[src/rtl/ewse_pkg.sv]
// ============================================================================
// ewse_pkg
// Shared types and constants of the encoder window speed estimator.
// ============================================================================
package ewse_pkg;

    // field widths
    localparam int ANGLE_W  = 13;
    localparam int GAP_W    = 5;
    localparam int SUM_W    = 11;
    localparam int ENTRY_W  = ANGLE_W + GAP_W;
    localparam int GAIN_W   = 24;
    localparam int THR_W    = 24;
    localparam int GEAR_W   = 16;
    localparam int TMO_W    = 5;
    localparam int SPEED_W  = 32;
    localparam int DIR_W    = 2;
    localparam int DVD_W    = ANGLE_W + GAIN_W;
    localparam int PROD_W   = SPEED_W + GEAR_W;

    // APB register map
    localparam int CFG_ADDR_W = 5;
    localparam int CFG_DATA_W = 32;
    localparam logic [2:0] REG_RATE_GAIN  = 3'd0;
    localparam logic [2:0] REG_ENTER_THR  = 3'd1;
    localparam logic [2:0] REG_LEAVE_THR  = 3'd2;
    localparam logic [2:0] REG_GEAR_SCALE = 3'd3;
    localparam logic [2:0] REG_TIMEOUT    = 3'd4;

    // register reset values
    localparam logic [GAIN_W-1:0]        RATE_GAIN_RST  = 24'd50266;
    localparam logic [THR_W-1:0]         ENTER_THR_RST  = 24'd9830;
    localparam logic [THR_W-1:0]         LEAVE_THR_RST  = 24'd0;
    localparam logic signed [GEAR_W-1:0] GEAR_SCALE_RST = 16'sd4096;
    localparam logic [TMO_W-1:0]         TIMEOUT_RST    = 5'd25;

    // angle wrap and gear scaling
    localparam logic signed [ANGLE_W:0]   WRAP_LIMIT = 14'sd6000;
    localparam logic signed [ANGLE_W+1:0] WRAP_SPAN  = 15'sd8192;
    localparam int GEAR_SHIFT = 12;
    localparam logic signed [PROD_W-1:0] GEAR_RND = PROD_W'((1 << GEAR_SHIFT) - 1);

    localparam logic [SPEED_W-1:0] SPEED_MAX = 32'h7FFF_FFFF;
    localparam logic [SPEED_W-1:0] SPEED_MIN = 32'h8000_0000;

    // rotation codes
    localparam logic [DIR_W-1:0] ROT_STOP = 2'd0;
    localparam logic [DIR_W-1:0] ROT_CW   = 2'd1;
    localparam logic [DIR_W-1:0] ROT_CCW  = 2'd2;

    typedef struct packed {
        logic [GAIN_W-1:0]        rate_gain;
        logic [THR_W-1:0]         enter_threshold;
        logic [THR_W-1:0]         leave_threshold;
        logic signed [GEAR_W-1:0] gear_scale;
        logic [TMO_W-1:0]         timeout_ticks;
    } cfg_t;

endpackage

[src/rtl/ewse_regs.sv]
// ============================================================================
// ewse_regs
// APB configuration registers of the speed estimator.
// ============================================================================
module ewse_regs (
    input  logic                            aclk,
    input  logic                            aresetn,
    input  logic                            psel,
    input  logic                            penable,
    input  logic                            pwrite,
    input  logic [ewse_pkg::CFG_ADDR_W-1:0] paddr,
    input  logic [ewse_pkg::CFG_DATA_W-1:0] pwdata,
    output logic [ewse_pkg::CFG_DATA_W-1:0] prdata,
    output logic                            pready,
    output ewse_pkg::cfg_t                  cfg
);
    import ewse_pkg::*;

    cfg_t       cfg_reg;
    logic [2:0] reg_idx;
    logic       wr_en;

    assign pready  = 1'b1;
    assign reg_idx = paddr[4:2];
    assign wr_en   = psel & penable & pwrite & pready;
    assign cfg     = cfg_reg;

    // write registers on the access beat
    always_ff @(posedge aclk) begin
        if (!aresetn) begin
            cfg_reg.rate_gain       <= RATE_GAIN_RST;
            cfg_reg.enter_threshold <= ENTER_THR_RST;
            cfg_reg.leave_threshold <= LEAVE_THR_RST;
            cfg_reg.gear_scale      <= GEAR_SCALE_RST;
            cfg_reg.timeout_ticks   <= TIMEOUT_RST;
        end else if (wr_en) begin
            case (reg_idx)
                REG_RATE_GAIN:  cfg_reg.rate_gain       <= pwdata[GAIN_W-1:0];
                REG_ENTER_THR:  cfg_reg.enter_threshold <= pwdata[THR_W-1:0];
                REG_LEAVE_THR:  cfg_reg.leave_threshold <= pwdata[THR_W-1:0];
                REG_GEAR_SCALE: cfg_reg.gear_scale      <= signed'(pwdata[GEAR_W-1:0]);
                REG_TIMEOUT:    cfg_reg.timeout_ticks   <= pwdata[TMO_W-1:0];
                default: ;
            endcase
        end
    end

    // read back
    always_comb begin
        case (reg_idx)
            REG_RATE_GAIN:  prdata = {8'd0, cfg_reg.rate_gain};
            REG_ENTER_THR:  prdata = {8'd0, cfg_reg.enter_threshold};
            REG_LEAVE_THR:  prdata = {8'd0, cfg_reg.leave_threshold};
            REG_GEAR_SCALE: prdata = {{16{cfg_reg.gear_scale[GEAR_W-1]}}, cfg_reg.gear_scale};
            REG_TIMEOUT:    prdata = {27'd0, cfg_reg.timeout_ticks};
            default:        prdata = '0;
        endcase
    end

endmodule

[src/rtl/ewse_ring.sv]
// ============================================================================
// ewse_ring
// Sample ring memory: angle and tick gap per slot, registered read.
// ============================================================================
module ewse_ring #(
    parameter int DEPTH  = 50,
    parameter int ADDR_W = 6
) (
    input  logic                          aclk,
    input  logic                          aresetn,
    input  logic                          rd_en,
    input  logic [ADDR_W-1:0]             rd_addr,
    output logic [ewse_pkg::ENTRY_W-1:0]  rd_data,
    input  logic                          wr_en,
    input  logic [ADDR_W-1:0]             wr_addr,
    input  logic [ewse_pkg::ENTRY_W-1:0]  wr_data
);
    import ewse_pkg::*;

    logic [ENTRY_W-1:0] mem [DEPTH];
    logic [ENTRY_W-1:0] rd_data_reg;
    logic [DEPTH-1:0]   valid_reg;
    logic               rd_valid_reg;

    // storage array
    always_ff @(posedge aclk) begin
        if (rd_en) begin
            rd_data_reg <= mem[rd_addr];
        end
        if (wr_en) begin
            mem[wr_addr] <= wr_data;
        end
    end

    // per-entry valid bits, so unwritten slots read as zero after reset
    always_ff @(posedge aclk) begin
        if (!aresetn) begin
            valid_reg    <= '0;
            rd_valid_reg <= 1'b0;
        end else begin
            if (rd_en) begin
                rd_valid_reg <= valid_reg[rd_addr];
            end
            if (wr_en) begin
                valid_reg[wr_addr] <= 1'b1;
            end
        end
    end

    assign rd_data = rd_valid_reg ? rd_data_reg : '0;

endmodule

[src/rtl/ewse_div.sv]
// ============================================================================
// ewse_div
// Restoring serial divider, one quotient bit per cycle.
// ============================================================================
module ewse_div (
    input  logic                         aclk,
    input  logic                         aresetn,
    input  logic                         start,
    input  logic [ewse_pkg::DVD_W-1:0]   dividend,
    input  logic [ewse_pkg::SUM_W-1:0]   divisor,
    output logic                         busy,
    output logic [ewse_pkg::DVD_W-1:0]   quotient
);
    import ewse_pkg::*;

    localparam int CNT_W = $clog2(DVD_W + 1);

    logic [SUM_W-1:0] rem_reg, rem_next;
    logic [DVD_W-1:0] quo_reg, quo_next;
    logic [SUM_W-1:0] dvs_reg;
    logic [CNT_W-1:0] cnt_reg, cnt_next;
    logic             busy_reg, busy_next;
    logic [SUM_W:0]   rem_sh;
    logic [SUM_W:0]   rem_sub;
    logic             ge;

    // shift in one dividend bit, try the subtract
    assign rem_sh  = {rem_reg, quo_reg[DVD_W-1]};
    assign rem_sub = rem_sh - {1'b0, dvs_reg};
    assign ge      = rem_sh >= {1'b0, dvs_reg};

    always_comb begin
        rem_next  = rem_reg;
        quo_next  = quo_reg;
        cnt_next  = cnt_reg;
        busy_next = busy_reg;
        if (start) begin
            rem_next  = '0;
            quo_next  = dividend;
            cnt_next  = CNT_W'(DVD_W);
            busy_next = 1'b1;
        end else if (busy_reg) begin
            rem_next  = ge ? rem_sub[SUM_W-1:0] : rem_sh[SUM_W-1:0];
            quo_next  = {quo_reg[DVD_W-2:0], ge};
            cnt_next  = cnt_reg - 1'b1;
            busy_next = (cnt_reg != CNT_W'(1));
        end
    end

    always_ff @(posedge aclk) begin
        if (!aresetn) begin
            busy_reg <= 1'b0;
            cnt_reg  <= '0;
        end else begin
            busy_reg <= busy_next;
            cnt_reg  <= cnt_next;
        end
    end

    always_ff @(posedge aclk) begin
        rem_reg <= rem_next;
        quo_reg <= quo_next;
        if (start) begin
            dvs_reg <= divisor;
        end
    end

    assign busy     = busy_reg;
    assign quotient = quo_reg;

endmodule

[src/rtl/encoder_window_speed_estimator.sv]
// ============================================================================
// encoder_window_speed_estimator
// Windowed encoder speed estimate with direction detection and link timeout.
// ============================================================================
// Sequence: a fresh-sample beat passes READ, MUL, the 37-step serial divider,
// DIR, GEAR and DONE before its result; a no-sample beat goes straight to DONE.
// A new beat is taken only once the last result has reached the output
// register and the sequencer is back in IDLE.
// Reset: synchronous, active low; clears control state, ring valid bits and
// restores register defaults.
module encoder_window_speed_estimator #(
    parameter int RING_DEPTH = 50
) (
    input  logic        aclk,
    input  logic        aresetn,
    // input stream
    input  logic        s_tvalid,
    output logic        s_tready,
    input  logic [15:0] s_tdata,   // [12:0] angle_count, [15:13] zero
    input  logic [0:0]  s_tuser,   // [0] fresh
    // result stream
    output logic        m_tvalid,
    input  logic        m_tready,
    output logic [39:0] m_tdata,   // [31:0] speed, [33:32] direction,
                                   // [34] not_connected, [39:35] zero
    // configuration
    input  logic        psel,
    input  logic        penable,
    input  logic        pwrite,
    input  logic [4:0]  paddr,
    input  logic [31:0] pwdata,
    output logic [31:0] prdata,
    output logic        pready
);
    import ewse_pkg::*;

    localparam int SLOT_W = $clog2(RING_DEPTH);

    typedef enum logic [6:0] {
        ST_IDLE = 7'b0000001,
        ST_READ = 7'b0000010,
        ST_MUL  = 7'b0000100,
        ST_DIV  = 7'b0001000,
        ST_DIR  = 7'b0010000,
        ST_GEAR = 7'b0100000,
        ST_DONE = 7'b1000000
    } state_t;

    cfg_t cfg;

    state_t                   state_reg, state_next;
    logic [SLOT_W-1:0]        slot_reg, slot_next;
    logic [GAP_W-1:0]         tick_reg, tick_next;
    logic [SUM_W-1:0]         sum_reg, sum_next;
    logic [DIR_W-1:0]         rot_reg, rot_next;
    logic [SPEED_W-1:0]       held_reg, held_next;
    logic                     lost_reg, lost_next;
    logic                     mvalid_reg, mvalid_next;
    logic [39:0]              mdata_reg, mdata_next;

    logic [ANGLE_W-1:0]       angle_reg;
    logic                     neg_reg, neg_next;
    logic [ANGLE_W-1:0]       mag_reg, mag_next;
    logic signed [SPEED_W-1:0] est_reg, est_next;
    logic signed [PROD_W-1:0] gprod_reg, gprod_next;

    logic                     s_acc;
    logic                     ring_rd;
    logic                     ring_wr;
    logic [ENTRY_W-1:0]       ring_q;
    logic [ANGLE_W-1:0]       old_angle;
    logic [GAP_W-1:0]         old_gap;
    logic signed [ANGLE_W:0]  diff_raw;
    logic signed [ANGLE_W:0]  diff_wr;
    logic [TMO_W:0]           tick_inc;
    logic                     div_start;
    logic                     div_busy;
    logic [DVD_W-1:0]         div_q;
    logic [DVD_W-1:0]         dvd;
    logic signed [SPEED_W:0]  est_x;
    logic signed [SPEED_W:0]  enter_x;
    logic signed [SPEED_W:0]  leave_x;
    logic signed [PROD_W-1:0] gprod_adj;
    logic [PROD_W-GEAR_SHIFT-1:0] gear_q;
    logic                     gear_fits;

    // configuration registers
    ewse_regs u_regs (
        .aclk    (aclk),
        .aresetn (aresetn),
        .psel    (psel),
        .penable (penable),
        .pwrite  (pwrite),
        .paddr   (paddr),
        .pwdata  (pwdata),
        .prdata  (prdata),
        .pready  (pready),
        .cfg     (cfg)
    );

    // sample ring
    ewse_ring #(
        .DEPTH  (RING_DEPTH),
        .ADDR_W (SLOT_W)
    ) u_ring (
        .aclk    (aclk),
        .aresetn (aresetn),
        .rd_en   (ring_rd),
        .rd_addr (slot_reg),
        .rd_data (ring_q),
        .wr_en   (ring_wr),
        .wr_addr (slot_reg),
        .wr_data ({angle_reg, tick_reg})
    );

    // window divider
    ewse_div u_div (
        .aclk     (aclk),
        .aresetn  (aresetn),
        .start    (div_start),
        .dividend (dvd),
        .divisor  (sum_reg),
        .busy     (div_busy),
        .quotient (div_q)
    );

    assign s_tready  = (state_reg == ST_IDLE);
    assign s_acc     = s_tvalid & s_tready;
    assign ring_rd   = s_acc & s_tuser[0];
    assign ring_wr   = (state_reg == ST_READ);
    assign div_start = (state_reg == ST_MUL);
    assign m_tvalid  = mvalid_reg;
    assign m_tdata   = mdata_reg;

    // old ring entry and wrapped angle difference
    assign old_angle = ring_q[ENTRY_W-1:GAP_W];
    assign old_gap   = ring_q[GAP_W-1:0];
    assign diff_raw  = signed'({1'b0, angle_reg}) - signed'({1'b0, old_angle});
    always_comb begin
        if (diff_raw > WRAP_LIMIT) begin
            diff_wr = (ANGLE_W+1)'(diff_raw - WRAP_SPAN);
        end else if (diff_raw < -WRAP_LIMIT) begin
            diff_wr = (ANGLE_W+1)'(diff_raw + WRAP_SPAN);
        end else begin
            diff_wr = diff_raw;
        end
    end

    assign tick_inc = {1'b0, tick_reg} + 1'b1;
    assign dvd      = DVD_W'(mag_reg * cfg.rate_gain);

    // direction compares and gear rounding toward zero
    assign est_x     = {est_reg[SPEED_W-1], est_reg};
    assign enter_x   = signed'({9'd0, cfg.enter_threshold});
    assign leave_x   = signed'({9'd0, cfg.leave_threshold});
    assign gprod_adj = gprod_reg + (gprod_reg[PROD_W-1] ? GEAR_RND : '0);
    assign gear_q    = gprod_adj[PROD_W-1:GEAR_SHIFT];
    assign gear_fits = (&gear_q[PROD_W-GEAR_SHIFT-1:SPEED_W-1])
                     | ~(|gear_q[PROD_W-GEAR_SHIFT-1:SPEED_W-1]);

    // sequencer
    always_comb begin
        state_next  = state_reg;
        slot_next   = slot_reg;
        tick_next   = tick_reg;
        sum_next    = sum_reg;
        rot_next    = rot_reg;
        held_next   = held_reg;
        lost_next   = lost_reg;
        mvalid_next = mvalid_reg;
        mdata_next  = mdata_reg;
        neg_next    = neg_reg;
        mag_next    = mag_reg;
        est_next    = est_reg;
        gprod_next  = gprod_reg;

        // retire the held beat
        if (m_tready) begin
            mvalid_next = 1'b0;
        end

        case (state_reg)
            ST_IDLE: begin
                if (s_acc) begin
                    if (s_tuser[0]) begin
                        state_next = ST_READ;
                    end else begin
                        // count the idle tick, flag a timeout
                        if (tick_inc > {1'b0, cfg.timeout_ticks}) begin
                            lost_next = 1'b1;
                            tick_next = GAP_W'(1);
                        end else begin
                            tick_next = tick_inc[GAP_W-1:0];
                        end
                        state_next = ST_DONE;
                    end
                end
            end
            ST_READ: begin
                // update gap sum, store new entry, advance slot
                sum_next  = sum_reg + SUM_W'(tick_reg) - SUM_W'(old_gap);
                neg_next  = diff_wr[ANGLE_W];
                mag_next  = diff_wr[ANGLE_W] ? ANGLE_W'(-diff_wr) : ANGLE_W'(diff_wr);
                slot_next = (slot_reg == SLOT_W'(RING_DEPTH - 1)) ? '0 : slot_reg + 1'b1;
                tick_next = GAP_W'(1);
                state_next = ST_MUL;
            end
            ST_MUL: begin
                state_next = ST_DIV;
            end
            ST_DIV: begin
                if (!div_busy) begin
                    if (sum_reg == '0) begin
                        if (neg_reg) begin
                            est_next = signed'(SPEED_MIN);
                        end else if (mag_reg == '0) begin
                            est_next = '0;
                        end else begin
                            est_next = signed'(SPEED_MAX);
                        end
                    end else if (|div_q[DVD_W-1:SPEED_W-1]) begin
                        est_next = neg_reg ? signed'(SPEED_MIN) : signed'(SPEED_MAX);
                    end else if (neg_reg) begin
                        est_next = signed'(SPEED_W'(-{1'b0, div_q[SPEED_W-2:0]}));
                    end else begin
                        est_next = signed'({1'b0, div_q[SPEED_W-2:0]});
                    end
                    state_next = ST_DIR;
                end
            end
            ST_DIR: begin
                // hysteresis direction detector
                case (rot_reg)
                    ROT_STOP: begin
                        if (est_x > enter_x) begin
                            rot_next = ROT_CCW;
                        end else if (est_x < -enter_x) begin
                            rot_next = ROT_CW;
                        end
                    end
                    ROT_CW: begin
                        if (est_x > leave_x) begin
                            rot_next = ROT_STOP;
                        end
                    end
                    ROT_CCW: begin
                        if (est_x < -leave_x) begin
                            rot_next = ROT_STOP;
                        end
                    end
                    default: ;
                endcase
                gprod_next = est_reg * cfg.gear_scale;
                state_next = ST_GEAR;
            end
            ST_GEAR: begin
                if (gear_fits) begin
                    held_next = gear_q[SPEED_W-1:0];
                end else begin
                    held_next = gear_q[PROD_W-GEAR_SHIFT-1] ? SPEED_MIN : SPEED_MAX;
                end
                state_next = ST_DONE;
            end
            ST_DONE: begin
                // hand the result to the output register once it is free
                if (!mvalid_reg || m_tready) begin
                    mvalid_next = 1'b1;
                    mdata_next  = {5'd0, lost_reg, rot_reg, held_reg};
                    state_next  = ST_IDLE;
                end
            end
            default: begin
                state_next = ST_IDLE;
            end
        endcase
    end

    // control state
    always_ff @(posedge aclk) begin
        if (!aresetn) begin
            state_reg  <= ST_IDLE;
            slot_reg   <= '0;
            tick_reg   <= '0;
            sum_reg    <= '0;
            rot_reg    <= ROT_STOP;
            held_reg   <= '0;
            lost_reg   <= 1'b0;
            mvalid_reg <= 1'b0;
        end else begin
            state_reg  <= state_next;
            slot_reg   <= slot_next;
            tick_reg   <= tick_next;
            sum_reg    <= sum_next;
            rot_reg    <= rot_next;
            held_reg   <= held_next;
            lost_reg   <= lost_next;
            mvalid_reg <= mvalid_next;
        end
    end

    // datapath registers
    always_ff @(posedge aclk) begin
        if (ring_rd) begin
            angle_reg <= s_tdata[ANGLE_W-1:0];
        end
        mdata_reg <= mdata_next;
        neg_reg   <= neg_next;
        mag_reg   <= mag_next;
        est_reg   <= est_next;
        gprod_reg <= gprod_next;
    end

    // divider runs only while the sequencer waits on it
    assert property (@(posedge aclk) disable iff (!aresetn)
        div_busy |-> (state_reg == ST_DIV))
        else $error("divider busy outside divide state");

    // ring slot stays inside the ring
    assert property (@(posedge aclk) disable iff (!aresetn)
        slot_reg <= SLOT_W'(RING_DEPTH - 1))
        else $error("ring slot out of range");

    // every handled beat leaves a nonzero tick gap
    assert property (@(posedge aclk) disable iff (!aresetn)
        (state_reg == ST_DONE) |-> (tick_reg != '0))
        else $error("tick gap zero after a beat");

    // the ring is written in the cycle after a fresh beat is taken
    assert property (@(posedge aclk) disable iff (!aresetn)
        ring_rd |=> ring_wr)
        else $error("ring write did not follow read");

endmodule

[config.mk]
export PLATFORM = sky130hd
export DESIGN_NAME = encoder_window_speed_estimator
export DESIGN_NICKNAME = d
export VERILOG_FILES = /design/src/rtl/ewse_pkg.sv /design/src/rtl/ewse_regs.sv /design/src/rtl/ewse_ring.sv /design/src/rtl/ewse_div.sv /design/src/rtl/encoder_window_speed_estimator.sv
export SDC_FILE = /design/constraint.sdc
export NUM_CORES = 2
export LEC_CHECK = 0
export BUFFER_PORTS_ARGS = -buffer_cell sky130_fd_sc_hd__buf_2
export CAP_MARGIN = 5
export CORE_UTILIZATION = 51
export CTS_CLUSTER_SIZE = 30
export DETAILED_ROUTE_END_ITERATION = 16
export PLACE_DENSITY = 0.72
export SKIP_LAST_GASP = 1
export SYNTH_ARGS = -nofsm -noshare
export SYNTH_HDL_FRONTEND = slang
export SYNTH_HIERARCHICAL = 1
export SYNTH_SLANG_ARGS = --single-unit
[constraint.sdc]
create_clock -name aclk -period 9.15 [get_ports aclk]
set_clock_uncertainty 0.2 [all_clocks]
set_input_delay 0.4575 -clock aclk [delete_from_list [all_inputs] [get_ports aclk]]
set_output_delay 0.4575 -clock aclk [all_outputs]
set_load 0.01 [all_outputs]
== After elaboration in Yosys (flattened, before gate mapping) ==
Memory sizes are Yosys's and may differ from the RTL's. A register that Yosys moved wholly into a read port is not among the register bits.
Index checks and enable logic that the tools add are counted.

* Register bits after elaboration: 417
* Memory bits (writable): 900
* Input bits: 61
* Output and inout port bits: 75
* Memories: 1

* Add/sub/neg operators: 14
* $mul: 2
* Order comparisons: 10
* Equal/unequal tests: 22
* Muxes and demuxes: 45
* Bitwise logic cells: 10
* Reduce and logical (&&, ||, !) cells: 25

{| class="wikitable"
|+ Memory list
! memory !! words !! bits a word !! read ports !! clocked after memory_dff !! write ports !! line !! source
|-
| u_ring.mem || 50 || 18 || 1 || 1 || 1 || ewse_ring.sv:20 || <nowiki>logic [ENTRY_W-1:0] mem [DEPTH];</nowiki>
|}

{| class="wikitable"
|+ Operators by type and width
! operator !! number
|-
| 32-bit 2-to-1 mux || 7
|-
| 32-bit case mux with 5 select lines || 1
|-
| 37-bit 2-to-1 mux || 2
|-
| 32-bit by 33-bit < comparator with 1-bit output || 2
|-
| 24-bit negation with 33-bit output || 2
|-
| 32-bit by 25-bit > comparator with 1-bit output || 2
|-
| 50-bit bitwise OR || 1
|-
| 7-bit case mux with 7 select lines || 1
|-
| 48-bit by 12-bit adder with 48-bit output || 1
|-
| 32-bit by 16-bit multiplier with 48-bit output || 1
|-
| 13-bit by 24-bit multiplier with 37-bit output || 1
|-
| 31-bit negation with 32-bit output || 1
|-
| 31-bit 2-to-1 mux || 1
|-
| 14-bit 2-to-1 mux || 2
|-
| 7-bit 2-to-1 mux || 4
|-
| 18-bit 2-to-1 mux || 1
|-
| 6-bit 2-to-1 mux || 3
|-
| 5-bit 2-to-1 mux || 3
|-
| 14-bit adder, second input constant || 1
|-
| 14-bit > comparator, second input constant || 1
|-
| 14-bit < comparator, second input constant || 1
|-
| 2-bit AND reduction || 7
|-
| 13-bit by 13-bit subtractor with 14-bit output || 1
|-
| 14-bit subtractor, second input constant || 1
|-
| 55 further kinds || 80
|}

== Logic depth before layout (Yosys ltp) ==
* Depth after elaboration: 7
* Depth in mapped cells: 26
* Depth with buffers taken out: 25

== Modules after synthesis ==
Netlist, hierarchy kept.

{| class="wikitable"
|+ Modules (own cells, without submodules)
! module !! instances !! cells each !! area each (µm²)
|-
| encoder_window_speed_estimator || 1 || 4621 || 41474.8
|-
| ewse_ring || 1 || 1643 || 37128.1
|-
| ewse_regs || 1 || 460 || 4486.8
|-
| ewse_div || 1 || 254 || 3268.1
|}

== Worst setup path before layout ==
OpenSTA, ideal clock, no wires.

* Kind: register -> register
* Start: reg u_regs.cfg_reg (netlist bit u_regs/cfg[20])
* End: reg gprod_reg[42] (data pin)
* Library setup time: 0.262 ns
* Arrival: 6.431 ns
* Required time: 8.688 ns
* Path slack: 2.257 ns
* Stages on the path, launching flop included: 23
* Period minus slack after synthesis: 6.893 ns
* Cells stage by stage: dfxtp_1 -> clkinv_1 -> clkbuf_1 -> nor2_1 -> fa_1 -> fa_1 -> fa_1 -> fa_1 -> fa_1 -> inv_1 -> fa_1 -> inv_1 -> ha_1 -> o21a_1 -> a2111oi_0 -> o31ai_1 -> a21oi_1 -> o31ai_1 -> a21oi_1 -> o21ai_1 -> a21oi_1 -> o21ai_1 -> xor2_1

* Word-level cells in the longest chain between the ends: 1

{| class="wikitable"
|+ RTL lines
! item !! line !! source
|-
| start: declaration || ewse_regs.sv:19 || <nowiki>cfg_t cfg_reg;</nowiki>
|-
| 32-bit by 16-bit multiplier with 48-bit output || encoder_window_speed_estimator.sv:253 || <nowiki>gprod_next = est_reg * cfg.gear_scale;</nowiki>
|-
| end signal: assignment || encoder_window_speed_estimator.sv:310 || <nowiki>gprod_reg <= gprod_next;</nowiki>
|-
| end: declaration || encoder_window_speed_estimator.sv:65 || <nowiki>logic signed [PROD_W-1:0] gprod_reg, gprod_next;</nowiki>
|}

Every way passes these cells.
A chain may end at the register's enable or synchronous reset.

== Worst setup path in the final report ==
* Start: reg est_reg[6]
* End: reg gprod_reg[42] (data pin)

* Word-level cells in the longest chain between the ends: 1

{| class="wikitable"
|+ RTL lines
! item !! line !! source
|-
| start: declaration || encoder_window_speed_estimator.sv:64 || <nowiki>logic signed [SPEED_W-1:0] est_reg, est_next;</nowiki>
|-
| start signal: assignment || encoder_window_speed_estimator.sv:309 || <nowiki>est_reg <= est_next;</nowiki>
|-
| 32-bit by 16-bit multiplier with 48-bit output || encoder_window_speed_estimator.sv:253 ||
|}

Every way passes these cells.

==> impl_metrics.py <==
metrics = {
    "status": {
        "status": "finished clean",
    },
    "synthesis": {
        "ys_warn_count": 6,
        "synth_top_area_frac": 0.385,
        "synth_area_sq_mm": 0.0864,
        "synthTopCellsByCount": "edfxtp_1 (1,108), inv_1 (959), fa_1 (735), nand2_1 (735), ha_1 (374)",
        "syn_inst": 6978,
        "ys_seq_area_frac": 0.438,
        "synth_area_leaders": "edfxtp_1 (39%), fa_1 (17%), mux4_2 (7.1%)",
        "synth_top_cell_by_area": "edfxtp_1",
        "ys_ff_latch": 1335,
        "yosysMostFrequentCell": "edfxtp_1",
        "synthArstFlopShare": 0,
        "synth_edf_count": 1108,
        "syn_avg_cell_area_sq_um": 12.4,
        "synth_flop_cell": "edfxtp_1",
        "synth_cell_types": 106,
    },
    "finish": {
        "syn2layout_area_growth_pct": 9.05,
        "fin_area_sq_mm": 0.0942,
        "num-nets-final": 8262,
        "final_layout_size_suffix_gt1_frac": 0.128,
        "fill_cells": 13500,
        "fin_cells": 9408,
        "postLayoutCoreUtil": 0.562,
        "largest_register_ffs": 900,
    },
    "global_routing": {
        "grt_max_degree": 139,
        "first_global_vias": 57000,
        "gr-total-overflow": 0,
        "grt_pass1_wl_mm": 329,
        "grt_usage": 0.253,
        "antenna_found_initial": 5,
    },
    "sta": {
        "fmax_mhz": 124,
        "setup-tns-final_ns": 0,
        "final-setup-viol-count": 0,
        "rsz0062_at_grt": "false",
        "finalHoldViolCount": 0,
        "final_max_slew_viol_count": 0,
        "period_share": 0.883,
        "slew_headroom": 0.206,
        "tightest_slew_ns": 1.19,
        "period_minus_slack_ns": 8.08,
    },
    "clock_network": {
        "cts_root_buffer": "clkbuf_16",
        "cts_setup_buffers": 0,
        "cts_buffer_depth": 3,
        "clk_latency_ns": 0.79,
        "cts_sinks": 1335,
        "hold_buffers": 45,
        "cts_made_buffers": 133,
        "cts-htree-levels": 4,
        "clk_pin_slew_worst_paths_ns": 0.06,
        "cts_resized": 0,
        "cts_tree": "yes",
    },
    "route": {
        "drcViolationCount": 0,
        "drtIter0Drc": 4911,
        "ant_nets": 0,
        "routedWlPerCell_um": 22.4,
        "vias_per_cell": 5.80,
        "totalWireLength_mm": 211,
        "first_pass_iters": 7,
        "vias": 54600,
    },
    "die": {
        "rows": 150,
        "start_util": 0.515,
        "dieArea_sq_mm": 0.171,
        "coreArea_sq_mm": 0.168,
        "pin_count": 136,
        "die_width_um": 413,
        "die_y_um": 413,
    },
    "worst_setup_path": {
        "slowest_stage": "edfxtp_1",
        "cp_common_cell": "fa_1",
        "critical_path_arrival_ns": 8.37,
        "crit_fanout": 20,
        "end_kind": "flop",
        "cp.required_ns": 9.44,
        "max_stage_delay_ns": 1.00,
        "cp_cell_sequence": "nand2_1 > fa_1 > inv_1 > fa_1 > fa_1 > fa_1 > fa_1 > inv_1 > fa_1 > inv_1 > ha_1 > a211o_1 > a2111oi_0 > o31ai_1 > a21oi_1 > o31ai_1 > a21oi_1 > o21ai_1 > a21oi_1 > o21ai_1 > xor2_1",
        "critPathLaunchType": "flop",
        "critPathKind": "reg2reg",
    },
    "placed_design": {
        "placed_area_sq_mm": 0.0894,
        "place_congestion": 0.908,
        "dpl.cell_count": 9116,
        "port_buffers": 116,
        "place_hpwl_mm": 143,
    },
    "power": {
        "ir_worst_vdd_mv": 0.207,
        "power_density_mw_per_mm2": 142,
        "power.leakage_nw": 36.1,
        "finalPower_mw": 13.4,
    },
    "flow_run": {
        "cap_violations": 0,
    },
    "hold_path": {
        "hp-class": "in2reg",
    },
}
metal layers:
metal  GRT usage  vias to the layer above  share of wire
met1       0.315                    28000           0.38
met5           0                        -       0.000081
met2       0.439                     2093           0.51
li1            -                    24100              -
met3      0.0348                      466          0.065
met4       0.112                        2          0.046
critical path: cells and delay by family (launching register included):
family | cells | cell delay [ns]
AND/OR/NAND/NOR | 1 | 0.20
adder cells (fa/ha/maj) | 7 | 3.54
XOR/XNOR | 1 | 0.15
buffers and inverters | 3 | 0.15
flip-flops | 1 | 1.00
AO/OA/AOI/OAI | 9 | 2.56
kinds of logic after synthesis:
logic type / count (synthesis) / synth area share
XOR/XNOR: 211 / 0.0214
multiplexers: 491 / 0.0974
AND/OR/NAND/NOR: 1797 / 0.102
AO/OA/AOI/OAI: 741 / 0.0566
adder cells (fa/ha/maj): 1109 / 0.225
buffers and inverters: 1292 / 0.0603
other: 2 / 0.0000870
flip-flops: 1335 / 0.438
final timing paths:
path / start / slack, ns / cells after the start / to
worst max register to register: est_reg[6]$_DFFE_PP_ / 1.07 / 21 / gprod_reg[42]$_DFFE_PP_
worst max-delay path: est_reg[6]$_DFFE_PP_ / 1.07 / 21 / gprod_reg[42]$_DFFE_PP_
worst min-delay path: paddr[4] / 0.18 / 3 / u_regs/cfg[2]$_SDFFE_PN0P_
worst min register to register: held_reg[10]$_SDFFE_PN0P_ / 0.22 / 0 / m_tdata[10]$_DFFE_PP_
where the power goes:
part           internal (mW)  switching, mW  total, mW
Clock                   3.04           2.39       5.43
Combinational          0.500          0.772       1.27
Sequential              6.60         0.0496       6.65
cell usage in the layout (no fill, tap or decap), types with 25 or more instances in the layout:
cell type and instances:
a211oi_1 38, a21o_1 79, a21oi_1 142, a21oi_2 34, and2_1 339, and3_1 27
buf_2 115, buf_4 143, clkbuf_1 36, clkbuf_16 136, clkinv_2 25, dfxtp_1 217
dlygate4sd3_1 45, edfxtp_1 1108, fa_1 735, ha_1 374, inv_1 959, mux2_2 59
mux2i_1 157, mux4_2 273, nand2_1 735, nand2b_1 36, nand3_1 71, nand4_1 34
nor2_1 244, nor2_2 50, nor2b_1 66, nor3_1 50, nor4_1 29, o211ai_1 25
o21a_1 82, o21ai_0 130, o21ai_1 64, xnor2_1 158, xor2_1 53
per-stage QoR:
stage | hold WS [ns] | worst slack, ns
after global placement | 0.212 | 1.33
final | 0.180 | 1.07
after detailed placement | 0.212 | 1.30
after global routing | 0.176 | 0.580
after floorplan | 0.203 | 2.26
after CTS | 0.115 | 1.23
layout make-up:
type,instances,area [sq um],share of cell area
timing repair buffer,306,2150,0.0228
sequential,1335,37800,0.402
clock buffer,181,3660,0.0389
inverter,961,3610,0.0383
clock inverter,62,648,0.00688
antenna,4,10.0,0.000106
tap,2204,2760,0.0293
multi-input combinational,4355,43500,0.462
(Power assumes the default switching activity.)
